File: src/rtl/core/assert_macros.svh
// Assertion helpers shared by the RTL files.
`ifndef ASSERT_MACROS_SVH
`define ASSERT_MACROS_SVH

// Same-cycle implication, disabled during reset.
`define ASSERT_IMPLY(label, clk, rst, a, b) \
   label: assert property (@(posedge clk) disable iff (rst) (a) |-> (b)) \
      else $error("assertion failed");

// Next-cycle implication, disabled during reset.
`define ASSERT_NEXT(label, clk, rst, a, b) \
   label: assert property (@(posedge clk) disable iff (rst) (a) |=> (b)) \
      else $error("assertion failed");

`endif

File: src/rtl/core/ldt_pkg.sv
// ----------------------------------------------------------------------------
// ldt_pkg
// Types and codes for the loop deck transport controller.
// ----------------------------------------------------------------------------
package ldt_pkg;

   typedef enum logic [2:0] {
      ST_IDLE      = 3'd0,
      ST_ARMED     = 3'd1,
      ST_RECORDING = 3'd2,
      ST_PLAYING   = 3'd3,
      ST_OVERDUB   = 3'd4,
      ST_STOPPED   = 3'd5
   } deck_state_type;

   typedef enum logic [2:0] {
      PD_NONE   = 3'd0,
      PD_START  = 3'd1,
      PD_STOP   = 3'd2,
      PD_REPLAY = 3'd3,
      PD_CLOSE  = 3'd4
   } pending_type;

   localparam logic [2:0] CMD_NONE   = 3'd0;
   localparam logic [2:0] CMD_RECORD = 3'd1;
   localparam logic [2:0] CMD_PLAY   = 3'd2;
   localparam logic [2:0] CMD_CLEAR  = 3'd3;
   localparam logic [2:0] CMD_UNDO   = 3'd4;
   localparam logic [2:0] CMD_HALVE  = 3'd5;
   localparam logic [2:0] CMD_DOUBLE = 3'd6;

   localparam logic MODE_COMMAND  = 1'b0;
   localparam logic MODE_BOUNDARY = 1'b1;

   typedef struct packed {
      logic       mode;
      logic [2:0] command;
      logic       immediate_tap;
      logic       grid_active;
      logic       transport_running;
      logic       take_present;
   } req_word_type;

   typedef struct packed {
      logic       start_record_pulse;
      logic       close_record_pulse;
      logic       restart_play_pulse;
      logic       begin_overdub_pulse;
      logic       end_overdub_pulse;
      logic       clear_pulse;
      logic       undo_pulse;
      logic       halve_pulse;
      logic       double_pulse;
      logic [2:0] deck_state_out;
      logic [2:0] pending_out;
   } rsp_word_type;

endpackage

File: src/rtl/core/loop_deck_transport_fsm_unit.sv
// ----------------------------------------------------------------------------
// loop_deck_transport_fsm_unit
// Transport controller of a loop recorder deck: deck state, one quantized
// pending action, edge pulses per command or grid boundary word.
// ----------------------------------------------------------------------------
// One result word per request word, registered and shown in the cycle after
// acceptance. A new word is taken every cycle while req_stall is low: the
// next-state decode over the deck state and pending registers is combinational,
// and the result register frees each cycle the output side takes its word.
// req_stall rises only while a result is held by rsp_stall.
`include "assert_macros.svh"

module loop_deck_transport_fsm_unit import ldt_pkg::*; (
   input  logic         clock,
   input  logic         reset,
   input  logic         req_valid,
   output logic         req_stall,
   input  req_word_type req_word,
   output logic         rsp_valid,
   input  logic         rsp_stall,
   output rsp_word_type rsp_word
);

   deck_state_type state_ff, state_in;
   pending_type    pend_ff, pend_in;
   logic           rsp_valid_ff, rsp_valid_in;
   rsp_word_type   rsp_ff, rsp_in;
   logic           req_accept;
   logic           q_start, q_play, len_ok;

   assign req_stall  = rsp_valid_ff && rsp_stall;
   assign req_accept = req_valid && !req_stall;
   assign rsp_valid  = rsp_valid_ff;
   assign rsp_word   = rsp_ff;

   assign q_start = !req_word.immediate_tap && req_word.grid_active;
   assign q_play  = q_start && req_word.transport_running;
   assign len_ok  = req_word.take_present &&
                    (state_ff == ST_PLAYING || state_ff == ST_OVERDUB ||
                     state_ff == ST_STOPPED);

   always_comb begin
      state_in = state_ff;
      pend_in  = pend_ff;
      rsp_in   = '0;
      if (req_word.mode == MODE_BOUNDARY) begin
         unique case (pend_ff)
            PD_START: begin
               state_in = ST_RECORDING;
               rsp_in.start_record_pulse = 1'b1;
            end
            PD_STOP: state_in = ST_STOPPED;
            PD_REPLAY: begin
               state_in = ST_PLAYING;
               rsp_in.restart_play_pulse = 1'b1;
            end
            PD_CLOSE: begin
               state_in = ST_PLAYING;
               rsp_in.close_record_pulse = 1'b1;
            end
            default: ;
         endcase
         pend_in = PD_NONE;
      end else begin
         unique case (req_word.command)
            CMD_RECORD: begin
               unique case (state_ff)
                  ST_IDLE, ST_STOPPED: begin
                     if (q_start) begin
                        state_in = ST_ARMED;
                        pend_in  = PD_START;
                     end else begin
                        state_in = ST_RECORDING;
                        rsp_in.start_record_pulse = 1'b1;
                     end
                  end
                  ST_ARMED: begin
                     if (req_word.immediate_tap) begin
                        state_in = ST_RECORDING;
                        rsp_in.start_record_pulse = 1'b1;
                     end else begin
                        state_in = req_word.take_present ? ST_STOPPED : ST_IDLE;
                     end
                     pend_in = PD_NONE;
                  end
                  ST_RECORDING: begin
                     if (q_play) begin
                        pend_in = PD_CLOSE;
                     end else begin
                        state_in = ST_PLAYING;
                        rsp_in.close_record_pulse = 1'b1;
                     end
                  end
                  ST_PLAYING: begin
                     if (req_word.take_present) begin
                        state_in = ST_OVERDUB;
                        rsp_in.begin_overdub_pulse = 1'b1;
                     end
                  end
                  ST_OVERDUB: begin
                     state_in = ST_PLAYING;
                     rsp_in.end_overdub_pulse = 1'b1;
                  end
                  default: ;
               endcase
            end
            CMD_PLAY: begin
               unique case (state_ff)
                  ST_RECORDING: begin
                     if (q_play) begin
                        pend_in = PD_CLOSE;
                     end else begin
                        state_in = ST_PLAYING;
                        rsp_in.close_record_pulse = 1'b1;
                     end
                  end
                  ST_PLAYING, ST_OVERDUB: begin
                     if (q_play) pend_in = PD_STOP;
                     else        state_in = ST_STOPPED;
                  end
                  ST_STOPPED: begin
                     if (req_word.take_present) begin
                        if (q_play) begin
                           pend_in = PD_REPLAY;
                        end else begin
                           state_in = ST_PLAYING;
                           rsp_in.restart_play_pulse = 1'b1;
                        end
                     end
                  end
                  ST_ARMED: begin
                     state_in = req_word.take_present ? ST_STOPPED : ST_IDLE;
                     pend_in  = PD_NONE;
                  end
                  default: ;
               endcase
            end
            CMD_CLEAR: begin
               rsp_in.clear_pulse = 1'b1;
               state_in = ST_IDLE;
               pend_in  = PD_NONE;
            end
            CMD_UNDO: begin
               if (req_word.take_present) begin
                  rsp_in.undo_pulse = 1'b1;
                  state_in = ST_PLAYING;
               end
            end
            CMD_HALVE:  rsp_in.halve_pulse  = len_ok;
            CMD_DOUBLE: rsp_in.double_pulse = len_ok;
            default: ;  // no command (code zero) or unused code seven
         endcase
      end
      rsp_in.deck_state_out = state_in;
      rsp_in.pending_out    = pend_in;
   end

   always_comb begin
      rsp_valid_in = rsp_valid_ff;
      if (req_accept)      rsp_valid_in = 1'b1;
      else if (!rsp_stall) rsp_valid_in = 1'b0;
   end

   always_ff @(posedge clock) begin
      if (reset) begin
         state_ff     <= ST_IDLE;
         pend_ff      <= PD_NONE;
         rsp_valid_ff <= 1'b0;
      end else begin
         rsp_valid_ff <= rsp_valid_in;
         if (req_accept) begin
            state_ff <= state_in;
            pend_ff  <= pend_in;
         end
      end
   end

   always_ff @(posedge clock) begin
      if (req_accept) rsp_ff <= rsp_in;
   end

   // a held result blocks the request side
   `ASSERT_IMPLY(a_stall_back, clock, reset, rsp_valid_ff && rsp_stall, req_stall)
   // the word on display matches the state registers
   `ASSERT_IMPLY(a_state_match, clock, reset, rsp_valid_ff,
      rsp_ff.deck_state_out == state_ff && rsp_ff.pending_out == pend_ff)
   // every word carries at most one edge pulse
   `ASSERT_IMPLY(a_one_pulse, clock, reset, rsp_valid_ff,
      $countones(rsp_ff[14:6]) <= 1)
   // a clear always lands in idle with nothing pending
   `ASSERT_NEXT(a_clear, clock, reset,
      req_accept && req_word.mode == MODE_COMMAND && req_word.command == CMD_CLEAR,
      rsp_valid_ff && rsp_ff.clear_pulse && state_ff == ST_IDLE && pend_ff == PD_NONE)

endmodule

File: config.mk
export PLATFORM = sky130hd
export DESIGN_NAME = loop_deck_transport_fsm_unit
export DESIGN_NICKNAME = d
export VERILOG_FILES = /design/src/rtl/core/ldt_pkg.sv /design/src/rtl/core/loop_deck_transport_fsm_unit.sv
export VERILOG_INCLUDE_DIRS = /design/src /design/src/rtl/core
export SDC_FILE = /design/constraint.sdc
export NUM_CORES = 1
export LEC_CHECK = 0
export ABC_AREA = 1
export BUFFER_PORTS_ARGS = -buffer_cell sky130_fd_sc_hd__clkbuf_2
export CORE_ASPECT_RATIO = 0.9
export CORE_UTILIZATION = 45
export DETAILED_ROUTE_END_ITERATION = 10
export GPL_ROUTABILITY_DRIVEN = 0
export MAX_ROUTING_LAYER = met4
export PLACE_DENSITY_LB_ADDON = 0.3
export SLEW_MARGIN = 30
export SYNTH_ARGS = -nofsm -noshare
export SYNTH_HDL_FRONTEND = slang
export SYNTH_SLANG_ARGS = --single-unit
export TNS_END_PERCENT = 20
File: constraint.sdc
create_clock -name clock -period 1.96 [get_ports clock]
set_input_delay 0.294 -clock clock [delete_from_list [all_inputs] [get_ports clock]]
set_output_delay 0.294 -clock clock [all_outputs]
set_load 0.02 [all_outputs]
======== Word level (Yosys, flattened, before mapping) ========
Index checks and enable logic that the tools add are counted.
storage, ports and cells
  flip-flop bits (word level) ............. 22
  output and inout bits ................... 17
  input bits .............................. 12
operators by class
  eq/ne operators ......................... 16
  multiplexer cells ....................... 41
  bitwise operators ....................... 5
  reductions and logical operators ........ 19
operators with widths
  kind                                           number
  two-way mux 3 bit                              15
  one-hot mux 3 bit (4 select lines)             3
  one-hot mux 3 bit (3 select lines)             3
  == test 3 x 2 -> 1 bit, second input constant  6
  == test 3 bit, second input constant           6
  two-way mux 1 bit                              17
  OR reduction 2 bit                             8
  one-hot mux 3 bit (5 select lines)             1
  == test 3 x 1 -> 1 bit, second input constant  3
  logical AND 1 bit                              5
  NOT 1 bit                                      5
  logical NOT 3 bit                              1
  OR reduction 3 bit                             1
  logical NOT 1 bit                              2
  logical OR 1 bit                               2
  two-way mux 2 bit                              1
  != test 2 x 1 -> 1 bit, second input constant  1
  one-hot mux 1 bit (2 select lines)             1

======== Longest topological paths before layout ========
  word-level depth ........................ 8
  depth in mapped cells ................... 13
  mapped depth without buffers ............ 12

======== Worst setup path after synthesis ========
OpenSTA, ideal clock, no wires.
  path kind ............................... reg2reg
  from .................................... register state_ff[0]
  to ...................................... register rsp_ff, in the netlist rsp_word[5], data pin
  arrival time ............................ 1.209 ns
  cell stages (with the launch flop) ...... 11
  setup time .............................. 0.251 ns
  period minus slack after synthesis ...... 1.460 ns
  buffers on the path ..................... 1
  setup slack ............................. 0.500 ns
  cells stage by stage .................... dfxtp_1 buf_4 nor2_1 nand2_1 nand2_1 o21ai_0 nand3_1 o21ai_0 nand3_1 nand2_1 inv_1
RTL lines
  item                    line                                 source
  start, declared         loop_deck_transport_fsm_unit.sv:24   deck_state_type state_ff, state_in;
  start signal, assigned  loop_deck_transport_fsm_unit.sv:172  state_ff <= state_in;
  end signal, assigned    loop_deck_transport_fsm_unit.sv:179  if (req_accept) rsp_ff <= rsp_in;
  end, declared           loop_deck_transport_fsm_unit.sv:27   rsp_word_type rsp_ff, rsp_in;

======== Worst setup path after layout ========
  from .................................... register state_ff[1]
  to ...................................... register rsp_ff, in the netlist rsp_word[2], data pin
between the ends
  longest elaborated chain between the ends .. 5
  elaborated cells between the ends (all ways) .. 12
  classes of those cells .................. eq/ne: 5; mux: 4; reduce/logical: 3
RTL lines
  item                                                                                      line                                                                     source
  == test 3 x 2 -> 1 bit, or another cell as far along                                      loop_deck_transport_fsm_unit.sv:108                                      unique case (state_ff)
  OR reduction 2 bit, on equally long branches                                              loop_deck_transport_fsm_unit.sv:108, loop_deck_transport_fsm_unit.sv:67
  one-hot mux 3 bit (4 select lines) or one-hot mux 3 bit (3 select lines) (tied branches)  loop_deck_transport_fsm_unit.sv:108, loop_deck_transport_fsm_unit.sv:67
  one-hot mux 3 bit (3 select lines) (*)                                                    loop_deck_transport_fsm_unit.sv:65                                       unique case (req_word.command)
  two-way mux 3 bit (*)                                                                     loop_deck_transport_fsm_unit.sv:46                                       if (req_word.mode == MODE_BOUNDARY) begin
  via pend_in[2]                                                                            loop_deck_transport_fsm_unit.sv:25                                       pending_type pend_ff, pend_in;
Mark *: on every way through the listed nets, which the timed path passes. The rest lies on a longest branch.
A chain may end at the register's enable or synchronous reset.

==> results_tabular.tex <==
\begin{tabular}{lr}
\hline
Metric & Value \\
\hline
\multicolumn{2}{l}{\textbf{Pwr}} \\
\quad Leakage power of the design & 0.8831 nW \\
\quad Largest voltage drop on the vdd net & 0.5690 mV \\
\quad Power per unit of standard cell area & 728.6 nW/um\^{}2 \\
\multicolumn{2}{l}{\textbf{Die}} \\
\quad Floorplan die width & 62.76 um \\
\quad Area of the core region & 3114 sq um \\
\quad Full die area & 3558 sq um \\
\quad Effective utilization at floorplan & 48.01\% \\
\quad Io pins & 29 \\
\quad Y dimension of the die & 56.69 um \\
\quad Site Rows & 19 \\
\multicolumn{2}{l}{\textbf{STA}} \\
\quad Max-slew headroom at the worst pin & 73.69\% \\
\quad Fmax & 0.5778 GHz \\
\quad Unrepaired setup endpoints after global routing & no \\
\quad Slew Limit Fails & 0 \\
\quad Crit share post-route & 88.30\% \\
\quad Transition time at the pin with the least slew margin & 391.6 ps \\
\quad Setup TNS & 0 ps \\
\quad Final Skew & 5.722 ps \\
\quad Hold violation count in the final report & 0 \\
\quad Number of setup violations in the final report & 0 \\
\quad Period minus WS final & 1731 ps \\
\multicolumn{2}{l}{\textbf{Final layout}} \\
\quad Number of non-filler instances in the completed layout & 294 \\
\quad Fraction of final layout cells sized beyond drive strength 1 & 19.44\% \\
\quad Count of inserted antenna diode cells & 0 \\
\quad Fillers & 305 \\
\quad Post-layout net count & 265 \\
\quad Post-synthesis to final-layout area growth & 18.33\% \\
\multicolumn{2}{l}{\textbf{Yosys}} \\
\quad Number of nets produced by synthesis & 232 \\
\quad Primary flip-flop cell chosen by synthesis mapping & sky130\_fd\_sc\_hd\_\_edfxtp\_1 \\
\quad Number of instances in the synthesized netlist & 220 \\
\quad Synth top cells by count & sky130\_fd\_sc\_hd\_\_nand2\_1, sky130\_fd\_sc\_hd\_\_inv\_1, sky130\_fd\_sc\_hd\_\_nand3\_1 \\
\quad Top cell type's share of synthesized area & 30.13\% \\
\quad Cell accounting for the most synthesized area & sky130\_fd\_sc\_hd\_\_edfxtp\_1 \\
\quad Synth warn & 0 \\
\quad Ys async rst share & 0\% \\
\quad Number of synthesized register bits & 22 \\
\quad Cell area after synthesis & 1495 sq um \\
\quad Leading post-synthesis cells by cell area & sky130\_fd\_sc\_hd\_\_edfxtp\_1, sky130\_fd\_sc\_hd\_\_nand2\_1, sky130\_fd\_sc\_hd\_\_nand3\_1 \\
\quad Most numerous cell in the Yosys netlist & sky130\_fd\_sc\_hd\_\_nand2\_1 \\
\quad Mapped Avg Cell Area & 6.796 sq um \\
\quad Count of different cell masters after synthesis & 26 \\
\quad EDFF count, synth & 15 \\
\quad Share of the yosys chip area belonging to registers & 39.50\% \\
\multicolumn{2}{l}{\textbf{Global route}} \\
\quad Number of antenna violations at the first check in global routing & 0 \\
\quad Global route overflow & 0 \\
\quad Overall Global Routing Usage & 22.74\% \\
\quad Via count of the first global-routing pass & 1282 \\
\quad Maximum number of pins on one net before global-route repair & 27 \\
\quad Wire length of the first global-routing pass & 5.961 mm \\
\multicolumn{2}{l}{\textbf{Worst hold path}} \\
\quad Worst hold path class & input port to register \\
\quad Hold Startpoint & reset \\
\quad Capture endpoint of the worst hold path & rsp\_valid\$\_SDFFE\_PP0P\_ \\
\quad Worst hold stages & 2 \\
\multicolumn{2}{l}{\textbf{Critical path}} \\
\quad Category of the worst setup path launch point & register \\
\quad Worst path slowest cell & sky130\_fd\_sc\_hd\_\_dfxtp\_2 \\
\quad Stage delay of the slowest cell on the critical path & 470 ps \\
\quad Critical path cell sequence & inv\_2, nand3\_2, nand2\_1, nand2\_1, nand2\_1, a21oi\_1, nand2\_1, nand2\_1, nand2\_1, nand2\_1, inv\_1 \\
\quad Critical path's most frequent cell & sky130\_fd\_sc\_hd\_\_nand2\_1 \\
\quad Worst flop-to-flop path endpoint & rsp\_word[2]\$\_DFFE\_PP\_ \\
\quad Flop-to-flop setup slack & 230 ps \\
\quad Worst Setup End Kind & register \\
\quad Critical register-to-register path startpoint & state\_ff[1]\$\_SDFFE\_PP0P\_ \\
\quad Cell depth of the worst flop-to-flop path & 11 \\
\quad Required time at the worst-slack endpoint & 2000 ps \\
\quad Worst setup path class & register to register \\
\quad Highest net fanout along the worst path & 14 \\
\quad Arrival time worst endpoint & 1770 ps \\
\multicolumn{2}{l}{\textbf{CTS}} \\
\quad Number of clock sinks & 22 \\
\quad H-tree level count & 1 \\
\quad Clock tree root driver cell & sky130\_fd\_sc\_hd\_\_clkbuf\_8 \\
\quad TritonCTS clock tree & done \\
\quad CTS Buf Count & 3 \\
\quad CTS max path bufs & 2 \\
\quad Clk Latency, worst-skew pair & 270 ps \\
\quad Register clock-pin slew on the reported worst setup and hold paths & 80 ps \\
\multicolumn{2}{l}{\textbf{Routing}} \\
\quad Number of nets with antenna violations after routing & 0 \\
\quad Length of the first detailed-routing pass in iterations & 4 \\
\quad Starting DRT DRC Count & 153 \\
\quad Routed length per instance & 12.45 um \\
\quad Total wire length & 3.661 mm \\
\quad DRC violation count after routing & 0 \\
\quad Vias after detailed routing & 1567 \\
\quad Routed vias/inst & 5.330 \\
\multicolumn{2}{l}{\textbf{Outcome}} \\
\quad Result of the run & completed \\
\multicolumn{2}{l}{\textbf{Placement}} \\
\quad Placed cells & 290 \\
\quad IO Port Bufs & 28 \\
\quad Final HPWL from detailed placement & 2.826 mm \\
\multicolumn{2}{l}{\textbf{Job}} \\
\quad Count of max-cap constraint violations & 0 \\
\hline
\end{tabular}
## kinds of logic after synthesis
kind of cell / after synthesis / share of synthesized area [%]
AOI/OAI and AO/OA: 41 / 15.15
and+or+nand+nor: 118 / 34.39
DFF: 22 / 39.50
buffers and inverters: 39 / 10.96
## routing by layer
metal,GRT usage [%],wire length [um],vias to the layer above
met5,-,0,-
met4,8.970,52,0
met3,4.268,319,5
met2,32.45,1596,84
met1,31.60,1692,685
li1,-,-,793
## worst max path at each step
stage | from | end | slack, ps | cells after the start
after detailed placement | state_ff[1]$_SDFFE_PP0P_ | rsp_word[2]$_DFFE_PP_ | 90 | 11
after global routing | state_ff[1]$_SDFFE_PP0P_ | rsp_word[2]$_DFFE_PP_ | 60 | 11
after CTS | state_ff[1]$_SDFFE_PP0P_ | rsp_word[2]$_DFFE_PP_ | 80 | 11
after global placement | state_ff[1]$_SDFFE_PP0P_ | rsp_word[2]$_DFFE_PP_ | 90 | 11
final | state_ff[1]$_SDFFE_PP0P_ | rsp_word[2]$_DFFE_PP_ | 230 | 11
after floorplan | state_ff[0]$_SDFFE_PP0P_ | rsp_word[5]$_DFFE_PP_ | 500 | 10
## metrics by stage
| step | hold slack (ps) | power, mW | cell area [sq um] | util [%] | setup WS [ps] |
|---|---|---|---|---|---|
| 3_5_place_dp | 476.3 | 0.8702 | 1695 | 54.44 | 91.80 |
| 6_report | 248.7 | 1.289 | 1769 | 56.81 | 229.4 |
| 5_1_grt | 242.6 | 1.358 | 1769 | 56.81 | 58.14 |
| 2_1_floorplan | 363.1 | 0.7830 | 1495 | - | 500.3 |
| 3_3_place_gp | 472.2 | 0.8699 | 1695 | 54.44 | 85.38 |
| 4_1_cts | 238.3 | 1.293 | 1767 | 56.73 | 79.53 |
## registers in the layout, indices dropped and copies added (netlist names)
signal / cells
state_ff: 3
rsp_word: 15
pend_ff: 3
rsp_valid: 1
## cells in the final DEF, fill, tap and decap left out, types with 3 or more instances in the layout
master | Yosys | routed
sky130_fd_sc_hd__nand2_1 | 55 | 55
sky130_fd_sc_hd__inv_1 | 30 | 30
sky130_fd_sc_hd__nand3_1 | 29 | 29
sky130_fd_sc_hd__clkbuf_2 | 0 | 28
sky130_fd_sc_hd__nor2_1 | 21 | 20
sky130_fd_sc_hd__a21oi_1 | 17 | 17
sky130_fd_sc_hd__edfxtp_1 | 15 | 15
sky130_fd_sc_hd__o21ai_0 | 14 | 14
sky130_fd_sc_hd__buf_4 | 2 | 6
sky130_fd_sc_hd__nor3_1 | 5 | 5
sky130_fd_sc_hd__dfxtp_1 | 7 | 5
sky130_fd_sc_hd__nor2_2 | 3 | 4
sky130_fd_sc_hd__o21ai_1 | 4 | 4
sky130_fd_sc_hd__clkbuf_8 | 0 | 3
## report_power, final
part / total [mW] / switching, mW / internal [mW]
Sequential: 0.559 / 0.0276 / 0.531
Clock: 0.422 / 0.149 / 0.273
Combinational: 0.309 / 0.208 / 0.101
Total: 1.29 / 0.384 / 0.905
## what timing repair did
| action | 4_1_cts | 5_1_grt |
|---|---|---|
| gates resized for setup | 0 | 2 |
| setup buffers | 0 | 0 |
| hold buffers | 0 | 0 |
| endpoints found under the setup margin | 0 | 8 |
| hold endpoints to repair | 0 | 0 |
## layout make-up
type	count	area (sq um)	area share, %
flip-flops and latches	22	593.1	33.52
repair buffers	34	185.2	10.47
inverters	33	123.9	7.001
clock inverters	1	30.03	1.697
multi-input cells	159	743.2	42.01
well taps	42	52.55	2.970
clock buffers	3	41.29	2.334
## worst max-delay path, delay by kind of cell, from the launching register on
family | cells | cell delay [ps]
buffers and inverters | 2 | 140
DFF | 1 | 470
AOI/OAI and AO/OA | 1 | 190
and+or+nand+nor | 8 | 690
Note: power is estimated with default switching activity, not from simulation.
